File: src/sv/assert_macros.svh
// assertion macros shared by the deframer rtl
// no dependencies; synthesis builds define SYNTH to drop the checks
`ifndef ASSERT_MACROS_SVH
`define ASSERT_MACROS_SVH

`ifndef SYNTH

// property must hold at every clock edge outside reset
`define CDF_ASSERT(lbl, clk, rst, prop) \
  lbl: assert property (@(posedge clk) disable iff (rst) (prop)) \
    else $error("assertion failed");

// antecedent in a cycle implies consequent in the next
`define CDF_ASSERT_NEXT(lbl, clk, rst, ante, cons) \
  lbl: assert property (@(posedge clk) disable iff (rst) (ante) |=> (cons)) \
    else $error("assertion failed");

`else

`define CDF_ASSERT(lbl, clk, rst, prop)
`define CDF_ASSERT_NEXT(lbl, clk, rst, ante, cons)

`endif

`endif

File: src/sv/cdf_pkg.sv
// shared constants and types for the control frame deframer
// no dependencies
package cdf_pkg;

  // frame layout
  localparam int HIST_DEPTH = 5;
  localparam int WIN_LEN    = HIST_DEPTH + 1;

  localparam logic [7:0] SYNC_BYTE    = 8'h01;
  localparam logic [7:0] FLAG_MAX     = 8'h01;
  localparam logic [7:0] ZCAL_MAX     = 8'h02;
  localparam logic [7:0] STOP_PRESSED = 8'h00;

  // result status codes
  localparam logic STATUS_OK     = 1'b0;
  localparam logic STATUS_REJECT = 1'b1;

  // control broadcast to every window cell
  typedef struct packed {
    logic shift;  // a word is taken this cycle
    logic full;   // this word completes a six byte window
    logic bad;    // the completed window failed its checks
  } cell_ctl_t;

  // decoded result of one completed window
  typedef struct packed {
    logic       status;
    logic       motion;
    logic       speed;
    logic [1:0] zcal;
    logic       estop;
  } frame_res_t;

endpackage

File: src/sv/cdf_cell.sv
// one cell of the byte window: holds a byte and its in-window bit
// depends on cdf_pkg and assert_macros.svh
`include "assert_macros.svh"

module cdf_cell (
  input  logic              clk,
  input  logic              rst,
  input  cdf_pkg::cell_ctl_t ctl,
  input  logic [7:0]        byte_in,
  input  logic              valid_in,
  input  logic              seen_in,
  output logic [7:0]        byte_q,
  output logic              valid_q,
  output logic              seen_out
);

  logic valid_next;

  // a sync among the bytes shifted into this cell or any cell to its left
  assign seen_out = seen_in | (byte_in == cdf_pkg::SYNC_BYTE);

  // window membership: follow the neighbor, clear on a good frame,
  // keep from the first later sync on a rejected frame
  always_comb begin
    if (ctl.full) begin
      valid_next = ctl.bad & seen_out;
    end else begin
      valid_next = valid_in;
    end
  end

  // byte stage
  always_ff @(posedge clk) begin
    if (ctl.shift) begin
      byte_q <= byte_in;
    end
  end

  // membership flag
  always_ff @(posedge clk) begin
    if (rst) begin
      valid_q <= 1'b0;
    end else if (ctl.shift) begin
      valid_q <= valid_next;
    end
  end

  `CDF_ASSERT_NEXT(a_good_clears, clk, rst, ctl.shift && ctl.full && !ctl.bad, !valid_q)
  `CDF_ASSERT_NEXT(a_hold_idle, clk, rst, !ctl.shift, $stable(valid_q))
  `CDF_ASSERT_NEXT(a_reject_needs_sync, clk, rst, ctl.shift && ctl.full && !seen_out, !valid_q)

endmodule

File: src/sv/cdf_check.sv
// frame checker: field ranges, sync and additive checksum of a full window
// depends on cdf_pkg
module cdf_check (
  input  logic [7:0]          win [cdf_pkg::WIN_LEN],
  output logic                bad,
  output cdf_pkg::frame_res_t res
);

  logic [7:0] sum;
  logic       ok;

  // 8-bit additive checksum over the first five bytes
  assign sum = win[0] + win[1] + win[2] + win[3] + win[4];

  assign ok = (win[0] == cdf_pkg::SYNC_BYTE) &&
              (win[1] <= cdf_pkg::FLAG_MAX) &&
              (win[2] <= cdf_pkg::FLAG_MAX) &&
              (win[3] <= cdf_pkg::ZCAL_MAX) &&
              (win[4] <= cdf_pkg::FLAG_MAX) &&
              (sum == win[5]);

  assign bad = !ok;

  // fields only on an accepted frame, zeros on a reject
  always_comb begin
    if (ok) begin
      res.status = cdf_pkg::STATUS_OK;
      res.motion = win[1][0];
      res.speed  = win[2][0];
      res.zcal   = win[3][1:0];
      res.estop  = (win[4] == cdf_pkg::STOP_PRESSED);
    end else begin
      res.status = cdf_pkg::STATUS_REJECT;
      res.motion = 1'b0;
      res.speed  = 1'b0;
      res.zcal   = 2'b00;
      res.estop  = 1'b0;
    end
  end

endmodule

File: src/sv/control_frame_deframer_unit.sv
// control frame deframer top: window cell chain, frame checker, result register
// depends on cdf_pkg, cdf_cell, cdf_check and assert_macros.svh
//
//   channel  handshake              payload
//   rx       rx_valid / rx_ready    rx_byte
//   res      res_valid / res_ready  frame_status, motion_control, speed_zero,
//                                   zero_calibration, emergency_stop
//
// one received word per cycle while rx_ready is high; a word that completes a
// six byte window gives its result in the output register on the next cycle.
// the rate is set by the five cell window shifting once per word, with the
// checksum add and compare between the cells and the result register.
// rx_ready drops only while a result sits unread and res_ready is low.
// reset empties the window and the result register.
`include "assert_macros.svh"

module control_frame_deframer_unit (
  input  logic       clk,
  input  logic       rst,
  input  logic       rx_valid,
  output logic       rx_ready,
  input  logic [7:0] rx_byte,
  output logic       res_valid,
  input  logic       res_ready,
  output logic       frame_status,
  output logic       motion_control,
  output logic       speed_zero,
  output logic [1:0] zero_calibration,
  output logic       emergency_stop
);

  localparam int DEPTH = cdf_pkg::HIST_DEPTH;

  cdf_pkg::cell_ctl_t  ctl;
  cdf_pkg::frame_res_t chk_res;
  logic                chk_bad;
  logic [7:0]          cell_byte  [DEPTH];
  logic [DEPTH-1:0]    cell_valid;
  logic [DEPTH-1:0]    cell_seen;
  logic [7:0]          win        [cdf_pkg::WIN_LEN];
  logic                rx_take;

  // word handshake: take a word unless an unread result blocks the register
  assign rx_ready = !res_valid || res_ready;
  assign rx_take  = rx_valid && rx_ready;

  // the window is full when the oldest cell holds a byte
  assign ctl.shift = rx_take;
  assign ctl.full  = cell_valid[0];
  assign ctl.bad   = chk_bad;

  // cell chain: bytes move one cell toward the oldest end per word
  for (genvar j = 0; j < DEPTH; j++) begin : g_cell
    logic [7:0] b_in;
    logic       v_in;
    logic       s_in;

    if (j == DEPTH - 1) begin : g_last
      assign b_in = rx_byte;
      assign v_in = cell_valid[j] | (rx_byte == cdf_pkg::SYNC_BYTE);
    end else begin : g_mid
      assign b_in = cell_byte[j+1];
      assign v_in = cell_valid[j+1];
    end

    if (j == 0) begin : g_first
      assign s_in = 1'b0;
    end else begin : g_rest
      assign s_in = cell_seen[j-1];
    end

    cdf_cell u_cell (
      .clk      (clk),
      .rst      (rst),
      .ctl      (ctl),
      .byte_in  (b_in),
      .valid_in (v_in),
      .seen_in  (s_in),
      .byte_q   (cell_byte[j]),
      .valid_q  (cell_valid[j]),
      .seen_out (cell_seen[j])
    );

    assign win[j] = cell_byte[j];
  end

  assign win[DEPTH] = rx_byte;

  // frame check on stored bytes plus the incoming word
  cdf_check u_check (
    .win (win),
    .bad (chk_bad),
    .res (chk_res)
  );

  // result register
  always_ff @(posedge clk) begin
    if (rst) begin
      res_valid <= 1'b0;
    end else if (rx_take && ctl.full) begin
      res_valid <= 1'b1;
    end else if (res_ready) begin
      res_valid <= 1'b0;
    end
  end

  always_ff @(posedge clk) begin
    if (rx_take && ctl.full) begin
      frame_status     <= chk_res.status;
      motion_control   <= chk_res.motion;
      speed_zero       <= chk_res.speed;
      zero_calibration <= chk_res.zcal;
      emergency_stop   <= chk_res.estop;
    end
  end

  `CDF_ASSERT(a_window_suffix, clk, rst, (cell_valid & ~{1'b1, cell_valid[DEPTH-1:1]}) == '0)
  `CDF_ASSERT(a_oldest_sync, clk, rst, !cell_valid[0] || (cell_byte[0] == cdf_pkg::SYNC_BYTE))
  `CDF_ASSERT_NEXT(a_full_gives_result, clk, rst, rx_take && ctl.full, res_valid)
  `CDF_ASSERT_NEXT(a_good_empties, clk, rst, rx_take && ctl.full && !chk_bad, cell_valid == '0)

endmodule

File: config.mk
export PLATFORM = sky130hd
export DESIGN_NAME = control_frame_deframer_unit
export DESIGN_NICKNAME = d
export VERILOG_FILES = /design/src/sv/cdf_pkg.sv /design/src/sv/cdf_cell.sv /design/src/sv/cdf_check.sv /design/src/sv/control_frame_deframer_unit.sv
export VERILOG_INCLUDE_DIRS = /design/src /design/src/sv
export SDC_FILE = /design/constraint.sdc
export NUM_CORES = 1
export LEC_CHECK = 0
export CAP_MARGIN = 20
export CORE_MARGIN = 2
export CORE_UTILIZATION = 68
export CTS_CLUSTER_DIAMETER = 80
export DETAILED_ROUTE_END_ITERATION = 10
export DONT_BUFFER_PORTS = 1
export PLACE_DENSITY = 0.94
export SLEW_MARGIN = 20
export SYNTH_ARGS = -nofsm -noshare
export SYNTH_HDL_FRONTEND = slang
export SYNTH_HIERARCHICAL = 1
export SYNTH_SLANG_ARGS = --single-unit
File: constraint.sdc
create_clock -name clk -period 12.67 [get_ports clk]
set_input_delay 1.267 -clock clk [delete_from_list [all_inputs] [get_ports clk]]
set_output_delay 1.267 -clock clk [all_outputs]
set_load 0.1 [all_outputs]
# ---- After elaboration in Yosys (flattened, before gate mapping)
# Index checks and enable logic that the tools add are counted.
# Widths: inputs -> output; s select.
dict set report classes {
  add_sub_neg 4
  n_mul 0
  div_mod_pow 0
  order_cmp 4
  eq_ne 7
  shift 0
  mux 8
  n_bitwise 10
  reduce_logical 12
}
# cell count
set op_table {}
lappend op_table {{$eq 8x1->1 const B} 6}
lappend op_table {{$add 8x8->8} 4}
lappend op_table {{$le 8x1->1 const B} 3}
lappend op_table {{$eq 8x8->1} 1}
lappend op_table {{$le 8x2->1 const B} 1}
lappend op_table {{$logic_not 8->1} 1}
lappend op_table {{$logic_and 1x1->1} 7}
lappend op_table {{$mux 1} 7}
lappend op_table {{$mux 6} 1}
lappend op_table {{$and 1x1->1} 5}
lappend op_table {{$or 1x1->1} 5}
lappend op_table {{$logic_not 1->1} 2}
lappend op_table {{$reduce_bool 2->1} 1}
lappend op_table {{$logic_or 1x1->1} 1}
dict set report word_totals {
  ff_bits 52
  latch_bits 0
  ram_bits 0
  mem_bits_ro 0
  out_inout_bits 8
  wordCells 61
  memories 0
}

# ---- Logic depth before layout (Yosys ltp)
# Gate-level depths: netlist of run 1.
dict set report depth {
  depth_word 9
  depth_mapped 15
  mapped_depth_nobuf 15
}

# ---- Hierarchy
# The synthesis of run 1 kept the hierarchy.
# module instances cells_per_inst area_per_inst_um2
set modules_own_cells {}
lappend modules_own_cells {cdf_cell 5 18 322.8}
lappend modules_own_cells {cdf_check 1 92 932.1}
lappend modules_own_cells {control_frame_deframer_unit 1 16 260.2}

# ---- Least setup slack after synthesis of run 1
# OpenSTA, ideal clock, no wires.
dict set report synth_timing {
  path_type {reg-to-reg}
  startpoint {register g_cell[4].u_cell.byte_q[1]}
  endpoint {register g_cell[0].u_cell.valid_q}
  setup_ns 0.115
  t_arrival_ns 3.944
  required_ns 12.555
  path_slack_ns 8.611
  path_stages_with_launch 15
  period_less_slack_ns 4.059
  cell_sequence {edfxtp_1 -> fa_1 -> fa_1 -> fa_1 -> ha_1 -> inv_1 -> fa_1 -> xor2_1 -> nand3_1 -> nor3_1 -> nand4_1 -> or3_1 -> nand2_1 -> a311oi_1 -> o21a_1}
}
dict set report synth_between {
  elab_chain_cells 6
  word_cells_on_any_way 8
  cone_classes {add/sub: 1; order compare: 1; eq/ne: 1; mux: 1; bitwise: 1; reduce/logical: 3}
}
# element line_no
set synth_rtl {}
lappend synth_rtl {{start, declared} cdf_cell.sv:12} ;# output logic [7:0] byte_q,
lappend synth_rtl {{start signal, assigned} cdf_cell.sv:35} ;# byte_q <= byte_in;
lappend synth_rtl {{$add 8x8->8 / $le 8x1->1 (equally long branches)} {cdf_check.sv:13, cdf_check.sv:19}}
lappend synth_rtl {{$eq 8x8->1 / $logic_and 1x1->1 (equally long branches)} {cdf_check.sv:20, cdf_check.sv:18}}
lappend synth_rtl {{$logic_and 1x1->1 (*)} cdf_check.sv:19} ;# (win[4] <= cdf_pkg::FLAG_MAX) &&
lappend synth_rtl {{$logic_not 1->1 (*)} cdf_check.sv:22} ;# assign bad = !ok;
lappend synth_rtl {{net chk_bad} control_frame_deframer_unit.sv:36} ;# logic chk_bad;
lappend synth_rtl {{$and 1x1->1 (*)} cdf_cell.sv:26} ;# valid_next = ctl.bad & seen_out;
lappend synth_rtl {{$mux 1 (*)} cdf_cell.sv:25} ;# if (ctl.full) begin
lappend synth_rtl {{end signal, assigned} cdf_cell.sv:44} ;# valid_q <= valid_next;
lappend synth_rtl {{end, declared} cdf_cell.sv:13} ;# output logic valid_q,
# Mark *: on every way through the listed nets, which the timed path passes. The rest lies on a longest branch.
# A chain may end at the register's enable or synchronous reset.

# ---- Worst setup path in the final report of run 1
dict set report layout_timing {
  startpoint {register g_cell[4].u_cell.byte_q[1]}
  endpoint {register g_cell[3].u_cell.valid_q}
}
dict set report layout_between {
  elab_chain_cells 6
  word_cells_on_any_way 10
  cone_classes {add/sub: 1; order compare: 1; eq/ne: 2; mux: 1; bitwise: 2; reduce/logical: 3}
}
# element line_no
set layout_rtl {}
lappend layout_rtl {{$add 8x8->8 / $le 8x1->1 (equally long branches)} {cdf_check.sv:13, cdf_check.sv:19}}
lappend layout_rtl {{$eq 8x8->1 / $logic_and 1x1->1 (equally long branches)} {cdf_check.sv:20, cdf_check.sv:18}}
lappend layout_rtl {{$logic_and 1x1->1 (*)} cdf_check.sv:19}
lappend layout_rtl {{$logic_not 1->1 (*)} cdf_check.sv:22}
lappend layout_rtl {{net chk_bad} control_frame_deframer_unit.sv:36}
lappend layout_rtl {{$and 1x1->1 (*)} cdf_cell.sv:26}
lappend layout_rtl {{$mux 1 (*)} cdf_cell.sv:25}
lappend layout_rtl {{end signal, assigned} cdf_cell.sv:44}
lappend layout_rtl {{end, declared} cdf_cell.sv:13}
# Marked as above.

==> flow_summary_export.csv, run 1 <==
group,metric,value,unit
place,port_buffers,0,
grt,grt_overflow,0,
drt,drt_pass1_iterations,4,
setup_path,start_kind,"register",
layout,syn_to_final_growth,4.81,%
die,start_util,70.2,%
drt,route.detailed.drc,0,
sta,grt_setup_unrepaired,"false",
layout,fillers,227,
setup_path,path_max_fanout,6,
setup_path,path_class,"reg -> reg",
place,place_inst,247,
clock_network,clk_pin_slew,80,ps
die,die_w,68.2,um
setup_path,r2r-start,"g_cell[4].u_cell/byte_q[1]",
logic_synthesis,yosysSeqAreaShare,53.5,%
setup_path,crit_required,12860,ps
hold_path,hp-class,"reg -> reg",
clock_network,clock_sinks,52,
logic_synthesis,netlist_area,2810,sq um
layout,mostFrequentLayoutCell,"edfxtp_1",
layout,final_cell_mix,"46 x edfxtp_1, 20 x fa_1, 15 x nand2_1, 15 x nor4_1, 15 x xnor2_1",
die,dieHeight,68.2,um
place,dp_hpwl,4290,um
layout,fin_nets,244,
sta,finalCriticalPeriod,4580,ps
clock_network,cts_setup_buffers,0,
sta,clock_skew,12.4,ps
clock_network,postCtsHoldBufs,0,
layout,regArea,1500,sq um
layout,final_cell_count_no_fill,254,
logic_synthesis,ys.warnings.count,6,
logic_synthesis,syn_nets,238,
hold_path,hold_start,"g_cell[2].u_cell/byte_q[4]",
sta,setup_viol,0,
logic_synthesis,synth_flop_cell,"edfxtp_1",
layout,multiInputGateArea,1260,sq um
logic_synthesis,yosysTopAreaCell,"edfxtp_1",
place,gp_congestion,0.899,
die,core,4000,sq um
power_and_ir_drop,power.leakage,1.06,nW
power_and_ir_drop,p_per_area,158,nW/um^2
logic_synthesis,synth-seq-cells,52,
die,num_rows,23,
clock_network,clk_latency,310,ps
grt,grt_pass1_vias,1795,
setup_path,critPathLaunch,"g_cell[4].u_cell/byte_q[1]",
clock_network,cts_root_buffer,"clkbuf_8",
layout,drive_gt1_share,6.37,%
sta,max_slew_margin,27.1,%
layout,n_antenna_cell,0,
sta,fmaxAchievable,0.218,GHz
logic_synthesis,synth_top_area_share,49.2,%
logic_synthesis,yosys-top-cells-area,"edfxtp_1 49%, fa_1 14%, xnor2_1 4.7%",
grt,grt_usage,28.0,%
drt,drt_iter0_markers,206,
sta,worst_pin_slew,1090,ps
grt,antenna_found_initial,0,
drt,avgViaCountPerCell,6.83,
sta,tns,0,ps
drt,drt_wl_total,5720,um
setup_path,worstPathArrival,4770,ps
grt,grt_max_degree,56,
clock_network,cts_tree,"yes",
sta,fin_crit_sh,36.1,%
setup_path,end_kind,"register",
die,die-area,4660,sq um
power_and_ir_drop,ir_drop,0.0000998,V
grt,grt_pass1_wl,8900,um
clock_network,cts_buffers,5,
logic_synthesis,synth.distinct_cells,30,
sta,finalHoldViolations,0,
sta,final-max-slew-violation-count,0,
drt,drtAntennaViolNets,0,
logic_synthesis,syn_avg_cell_area,14.2,sq um
status,status,"completed",
die,ios,20,
clock_network,htree_levels,2,
clock_network,cts_max_path_buffers,2,
job,maxCapViolations,0,
logic_synthesis,async_flop_share,0,%
drt,vias,1734,
drt,avgRoutedWirePerCell,22.5,um
logic_synthesis,synth-edff-count,46,
logic_synthesis,syn_inst,198,
clock_network,cts-resized-gates,0,
-- power breakdown --
group	internal (mW)	switching (mW)	total (mW)
sequential	0.198	0.0140	0.212
combinational	0.0729	0.0941	0.167
clock	0.0376	0.0494	0.0871
-- Yosys cell counts, types with 2 or more instances --
master,instances
nand3_1,2
ha_1,8
xor2_1,3
nor2_1,6
a21oi_1,4
xnor2_1,15
inv_1,11
nor4_1,15
nand2b_1,6
fa_1,20
a21o_1,8
dfxtp_1,6
nor4b_2,6
o21a_1,5
edfxtp_1,46
nand2_1,15
a311oi_1,5
nand4_1,2
nor4b_1,4
-- sequential cells by signal (all words and copies together) (netlist names) --
signal                 count
g_cell.u_cell/byte_q      40
emergency_stop             1
res_valid                  1
frame_status               1
g_cell.u_cell/valid_q      5
speed_zero                 1
zero_calibration           2
motion_control             1
-- logic make-up after synthesis --
| family | share of synthesized area (%) |
|---|---|
| buf+inv | 1.74 |
| fa+ha+maj | 17.8 |
| simple gates | 14.2 |
| compound gates | 6.15 |
| other cells | 0.134 |
| xor+xnor | 6.42 |
| flops | 53.5 |
-- metrics by stage --
step,utilization (%),area (sq um),power (mW),hold WS (ps),setup slack (ps)
detailed placement,71.6,2860,0.374,521,8160
global placement,71.6,2860,0.362,507,8400
global route,73.5,2940,0.493,551,7890
floorplan,-,2810,0.340,463,8610
CTS,73.5,2940,0.465,545,8150
finish,73.5,2940,0.466,549,8090
-- worst paths after layout --
| path | depth (start not counted) | slack (ps) | to |
|---|---|---|---|
| worst max-delay path | 14 | 8090 | g_cell[3].u_cell/valid_q |
| worst min-delay path | 0 | 550 | g_cell[1].u_cell/byte_q[4] |
| worst max register to register | 14 | 8090 | g_cell[3].u_cell/valid_q |
| worst min register to register | 0 | 550 | g_cell[1].u_cell/byte_q[4] |
-- area by class of cell --
cell class              count  area share (%)
clock inverters             1           0.170
flip-flops and latches     52            51.0
clock buffers               6            2.47
inverters                  11            1.40
multi-input cells         134            42.8
well taps                  50            2.13
-- critical path, cell delays in order, from the launching register on --
cell,delay (ps)
edfxtp_1,490
fa_1,610
fa_1,450
fa_1,520
ha_1,190
inv_1,60
fa_1,410
xnor2_1,210
xnor2_1,160
and4b_1,260
nand4_1,230
or3_1,500
nand2_1,110
a311oi_1,100
o21a_1,160
-- routing by layer --
| layer | up-vias | wire length, um | track usage [%] | part of all wire, % |
|---|---|---|---|---|
| met5 | - | 0 | 0 | 0 |
| met4 | 0 | 272 | 18.0 | 4.8 |
| met3 | 27 | 428 | 7.73 | 7.5 |
| met2 | 101 | 2910 | 44.3 | 51 |
| met1 | 856 | 2110 | 33.9 | 37 |
| li1 | 750 | - | - | - |
Power figures use the tool's default switching activity.
==> run 2, diff against run 1 <==
Settings changed: CORE_UTILIZATION 68 to 63, PLACE_DENSITY 0.94 to 0.89.
Clock period 12.67 ns to 4.8 ns, I/O delays scaled along.
==> flow_summary_export.csv, run 2 (synthesized netlist as in run 1, its figures left out) <==
group,metric,value,unit
status,status,"completed",
power_and_ir_drop,seqPwrFrac,45.0,%
place,place_inst,251,
sta,whs,237,ps
grt,grt_pass1_wl,8650,um
power_and_ir_drop,finalPower,1.24,mW
sta,tns,0,ps
sta,worst_pin_slew,1050,ps
drt,avgViaCountPerCell,6.32,
layout,mostFrequentLayoutCell,"edfxtp_1",
grt,grt_overflow,0,
sta,finalCriticalPeriod,4410,ps
layout,n_antenna_cell,0,
layout,max_flop_register,"g_cell.u_cell/byte_q",
job,maxCapViolations,0,
power_and_ir_drop,netSwitchingPower,0.416,mW
setup_path,worstPathArrival,4600,ps
grt,grt_pass1_vias,1721,
drt,route.detailed.drc,0,
die,start_util,64.9,%
hold_path,hold_start,"rst",
die,num_rows,24,
clock_network,cts_max_path_buffers,2,
power_and_ir_drop,ir_drop,0.000285,V
setup_path,r2r-start,"g_cell[4].u_cell/byte_q[1]",
hold_path,hp-class,"in -> reg",
setup_path,start_kind,"register",
drt,drt_iter0_markers,151,
die,core,4320,sq um
setup_path,path_max_fanout,6,
sta,fin_crit_sh,91.8,%
grt,antenna_found_initial,0,
sta,setup_viol,0,
setup_path,crit_required,5000,ps
power_and_ir_drop,switching_share,33.7,%
grt,grt_usage,23.4,%
grt,grt_max_degree,56,
sta,finalHoldViolations,0,
drt,avgRoutedWirePerCell,20.3,um
layout,largest_reg_flops,40,
place,gp_congestion,0.868,
clock_network,postCtsHoldBufs,0,
layout,final_cell_mix,"46 x edfxtp_1, 20 x fa_1, 15 x nand2_1, 15 x nor4_1, 14 x xnor2_1",
drt,drt_wl_total,5260,um
setup_path,path_class,"reg -> reg",
clock_network,clk_pin_slew,90,ps
clock_network,htree_levels,2,
die,die-area,5000,sq um
place,port_buffers,0,
layout,reg_top3,"g_cell.u_cell/byte_q (40), g_cell.u_cell/valid_q (5), zero_calibration (2)",
drt,vias,1637,
sta,grt_setup_unrepaired,"false",
clock_network,cts_tree,"yes",
sta,fmaxAchievable,0.227,GHz
clock_network,clk_latency,310,ps
power_and_ir_drop,power.leakage,1.08,nW
sta,clock_skew,11.3,ps
power_and_ir_drop,power_frac_clock,19.0,%
die,dieHeight,70.7,um
sta,final-max-slew-violation-count,0,
layout,fin_nets,246,
sta,max_slew_margin,30.0,%
layout,drive_gt1_share,8.70,%
drt,drtAntennaViolNets,0,
place,dp_hpwl,4030,um
clock_network,clock_sinks,52,
clock_network,cts_setup_buffers,0,
clock_network,cts_root_buffer,"clkbuf_8",
die,die_w,70.7,um
power_and_ir_drop,p_per_area,416,nW/um^2
layout,final_cell_count_no_fill,259,
drt,drt_pass1_iterations,4,
die,ios,20,
clock_network,cts_buffers,5,
setup_path,end_kind,"register",
layout,syn_to_final_growth,6.06,%
setup_path,critPathLaunch,"g_cell[4].u_cell/byte_q[1]",
power_and_ir_drop,internal_power,0.821,mW
power_and_ir_drop,combPwrFrac,36.1,%
-- run 2: cell types whose count changed in the layout (fill, tap and decap cells not counted) --
cell      before  now
clkinv_2       1    2
or3_1          1    0
or3_4          0    1
xnor2_2        0    1
clkbuf_1       1    0
clkinv_1       0    1
xnor2_1       15   14
buf_4          0    2
-- run 2: area by class of cell --
| type | count | area [sq um] |
|---|---|---|
| Sequential cell | 52 | 1500 |
| Inverter | 11 | 41.3 |
| Multi-Input combinational cell | 134 | 1270 |
| Fill cell | 304 | 1350 |
| Clock buffer | 5 | 68.8 |
| Clock inverter | 3 | 13.8 |
| Timing Repair Buffer | 2 | 15.0 |
| Tap cell | 52 | 65.1 |
-- run 2: worst max-delay path, stage by stage, from the launching register on --
cell,delay (ps)
edfxtp_1,490
fa_1,600
fa_1,450
fa_1,540
ha_1,180
inv_1,60
fa_1,510
xor2_1,170
nand3_1,120
nor3_1,170
nand4_1,230
or3_4,440
nand2_1,70
a311oi_1,90
o21a_1,150
-- run 2: metrics by stage --
step / cell area (sq um) / util (%) / worst slack [ps]
6_report: 2980 / 68.8 / 395
5_1_grt: 2980 / 68.8 / 61.8
4_1_cts: 2960 / 68.5 / 301
3_5_place_dp: 2880 / 66.6 / 321
3_3_place_gp: 2880 / 66.6 / 486
2_1_floorplan: 2810 / - / 741
-- run 2: path summary, 6_finish.rpt --
path,end,slack [ps],cells after the start
setup reg to reg,g_cell[1].u_cell/valid_q,390,14
setup / recovery,g_cell[1].u_cell/valid_q,390,14
hold / removal,res_valid,240,1
hold reg to reg,g_cell[1].u_cell/byte_q[6],530,0
-- run 2: metal layers --
layer | up-vias | track usage (%) | wire (um)
met1 | 826 | 31.4 | 2140
met5 | - | 0 | 0
li1 | 755 | - | -
met4 | 0 | 9.85 | 66
met2 | 50 | 37.6 | 2750
met3 | 6 | 5.13 | 293
-- run 2: what timing repair did --
item	CTS	global route
setup endpoints to repair	0	1
gates resized for setup	0	2
hold endpoints to repair	0	0
-- run 2: power by group through the flow --
stage	Combinational, mW	Sequential, mW	Clock [mW]
2_1_floorplan	0.339	0.558	0
3_3_place_gp	0.396	0.566	0
3_5_place_dp	0.425	0.567	0
4_1_cts	0.427	0.557	0.238
5_1_grt	0.502	0.561	0.252
6_report	0.446	0.556	0.234
==> run 3, diff against run 2 <==
Settings changed: PLACE_DENSITY 0.89 to 0.83.
==> flow_summary_export.csv, run 3 (synthesized netlist as in run 1, its figures left out) <==
group,metric,value,unit
status,status,"completed",
clock_network,cts_setup_buffers,0,
setup_path,timing.reg2reg.setup_slack,240,ps
grt,grt_overflow,0,
die,start_util,64.9,%
drt,drtAntennaViolNets,0,
sta,finalWorstSetupSlack,240,ps
clock_network,htree_levels,2,
setup_path,start_kind,"register",
clock_network,cts_tree,"yes",
setup_path,r2r_cells,14,
layout,largest_reg_flops,40,
die,ios,20,
grt,antenna_found_initial,0,
sta,worst_pin_slew,1100,ps
sta,grt_setup_unrepaired,"false",
place,port_buffers,0,
sta,finalCriticalPeriod,4560,ps
place,dpl_worst_slack,260,ps
clock_network,cts_root_buffer,"clkbuf_8",
sta,fin_crit_sh,95.0,%
drt,drt_wl_total,5460,um
drt,drt_pass1_iterations,4,
setup_path,end_kind,"register",
sta,fmaxAchievable,0.219,GHz
sta,clock_skew,4.95,ps
layout,max_flop_register,"g_cell.u_cell/byte_q",
die,die-area,5000,sq um
drt,avgRoutedWirePerCell,21.1,um
power_and_ir_drop,p_per_area,411,nW/um^2
clock_network,cts_max_path_buffers,2,
sta,final-max-slew-violation-count,0,
die,dieHeight,70.7,um
hold_path,hold_end,"res_valid",
setup_path,reg2reg_to,"g_cell[4].u_cell/valid_q",
clock_network,cts-resized-gates,0,
setup_path,critPathLaunch,"g_cell[4].u_cell/byte_q[1]",
layout,syn_to_final_growth,5.53,%
job,maxCapViolations,0,
place,dp_hpwl,4150,um
hold_path,hp-class,"in -> reg",
clock_network,clk_latency,300,ps
hold_path,hold_depth,1,
clock_network,clk_pin_slew,90,ps
die,core,4320,sq um
clock_network,clock_sinks,52,
grt,grt_usage,23.5,%
sta,whs,235,ps
power_and_ir_drop,ir_drop,0.000257,V
layout,fin_nets,245,
drt,route.detailed.drc,0,
sta,tns,0,ps
grt,grt_max_degree,56,
power_and_ir_drop,power.leakage,1.06,nW
hold_path,hold_start,"rst",
clock_network,cts_buffers,5,
layout,n_antenna_cell,0,
sta,setup_viol,0,
setup_path,crit_required,5000,ps
drt,vias,1677,
grt,grt_pass1_vias,1784,
place,place_area,2870,sq um
grt,grt_pass1_wl,8870,um
setup_path,r2r-start,"g_cell[4].u_cell/byte_q[1]",
layout,final_cell_mix,"46 x edfxtp_1, 20 x fa_1, 15 x nand2_1, 15 x nor4_1, 15 x xnor2_1",
layout,reg_top3,"g_cell.u_cell/byte_q (40), g_cell.u_cell/valid_q (5), zero_calibration (2)",
sta,finalHoldViolations,0,
layout,mostFrequentLayoutCell,"edfxtp_1",
clock_network,postCtsHoldBufs,0,
layout,finalInstanceArea,2960,sq um
drt,avgViaCountPerCell,6.50,
layout,drive_gt1_share,7.28,%
layout,fillers,311,
setup_path,worstPathArrival,4760,ps
drt,drt_iter0_markers,122,
die,num_rows,24,
die,die_w,70.7,um
place,gp_congestion,0.945,
setup_path,path_class,"reg -> reg",
sta,max_slew_margin,26.6,%
setup_path,path_max_fanout,6,
[run 3: changes by cell type in the layout (fill, tap and decap cells not counted)]
cell / delta
buf_4: -1
xnor2_1: +1
clkinv_2: -2
xnor2_2: -1
or3_1: +1
or3_4: -1
clkinvlp_4: +2
[run 3: critical path, cell delays in order, from the launching register on]
cell and delay, ps:
edfxtp_1 500, fa_1 600, fa_1 450, fa_1 530, ha_1 170, inv_1 60
fa_1 490, xor2_1 160, nand3_1 120, nor3_1 250, nand4_1 270, or3_1 490
nand2_1 120, a311oi_1 90, o21a_1 150
[run 3: metrics by stage]
stage               utilization (%)  cells  power, mW
detailed placement             66.4    250      0.978
global route                   68.5    258       1.28
floorplan                         -    198      0.897
CTS                            68.5    258       1.22
global placement               66.4    250      0.955
finish                         68.5    258       1.22
[run 3: metal layers]
| layer | track usage [%] | wire length, um | vias to the layer above |
|---|---|---|---|
| li1 | - | - | 755 |
| met1 | 30.8 | 2200 | 861 |
| met2 | 38.0 | 2800 | 54 |
| met3 | 5.41 | 365 | 7 |
| met4 | 10.7 | 89 | 0 |
| met5 | 0 | 0 | - |
[run 3: layout make-up]
cell class	count	area [sq um]	area share (%)
clock buffers	5	68.8	2.32
clock inverters	3	18.8	0.634
inverters	11	41.3	1.39
multi-input cells	134	1260	42.5
flip-flops and latches	52	1500	50.7
well taps	52	65.1	2.20
repair buffers	1	7.51	0.253
[run 3: how the worst max path moves through the flow]
stage / cells past startpoint / slack, ps / to
after floorplan: 14 / 740 / g_cell[0].u_cell/valid_q
after CTS: 14 / 220 / g_cell[4].u_cell/valid_q
after global routing: 14 / 50 / g_cell[4].u_cell/valid_q
final: 14 / 240 / g_cell[4].u_cell/valid_q
after global placement: 14 / 490 / g_cell[2].u_cell/valid_q
after detailed placement: 14 / 260 / g_cell[4].u_cell/valid_q
[run 3: where the power goes]
group / internal (mW) / switching (mW)
Combinational: 0.189 / 0.232
Clock: 0.101 / 0.139
Sequential: 0.522 / 0.0355
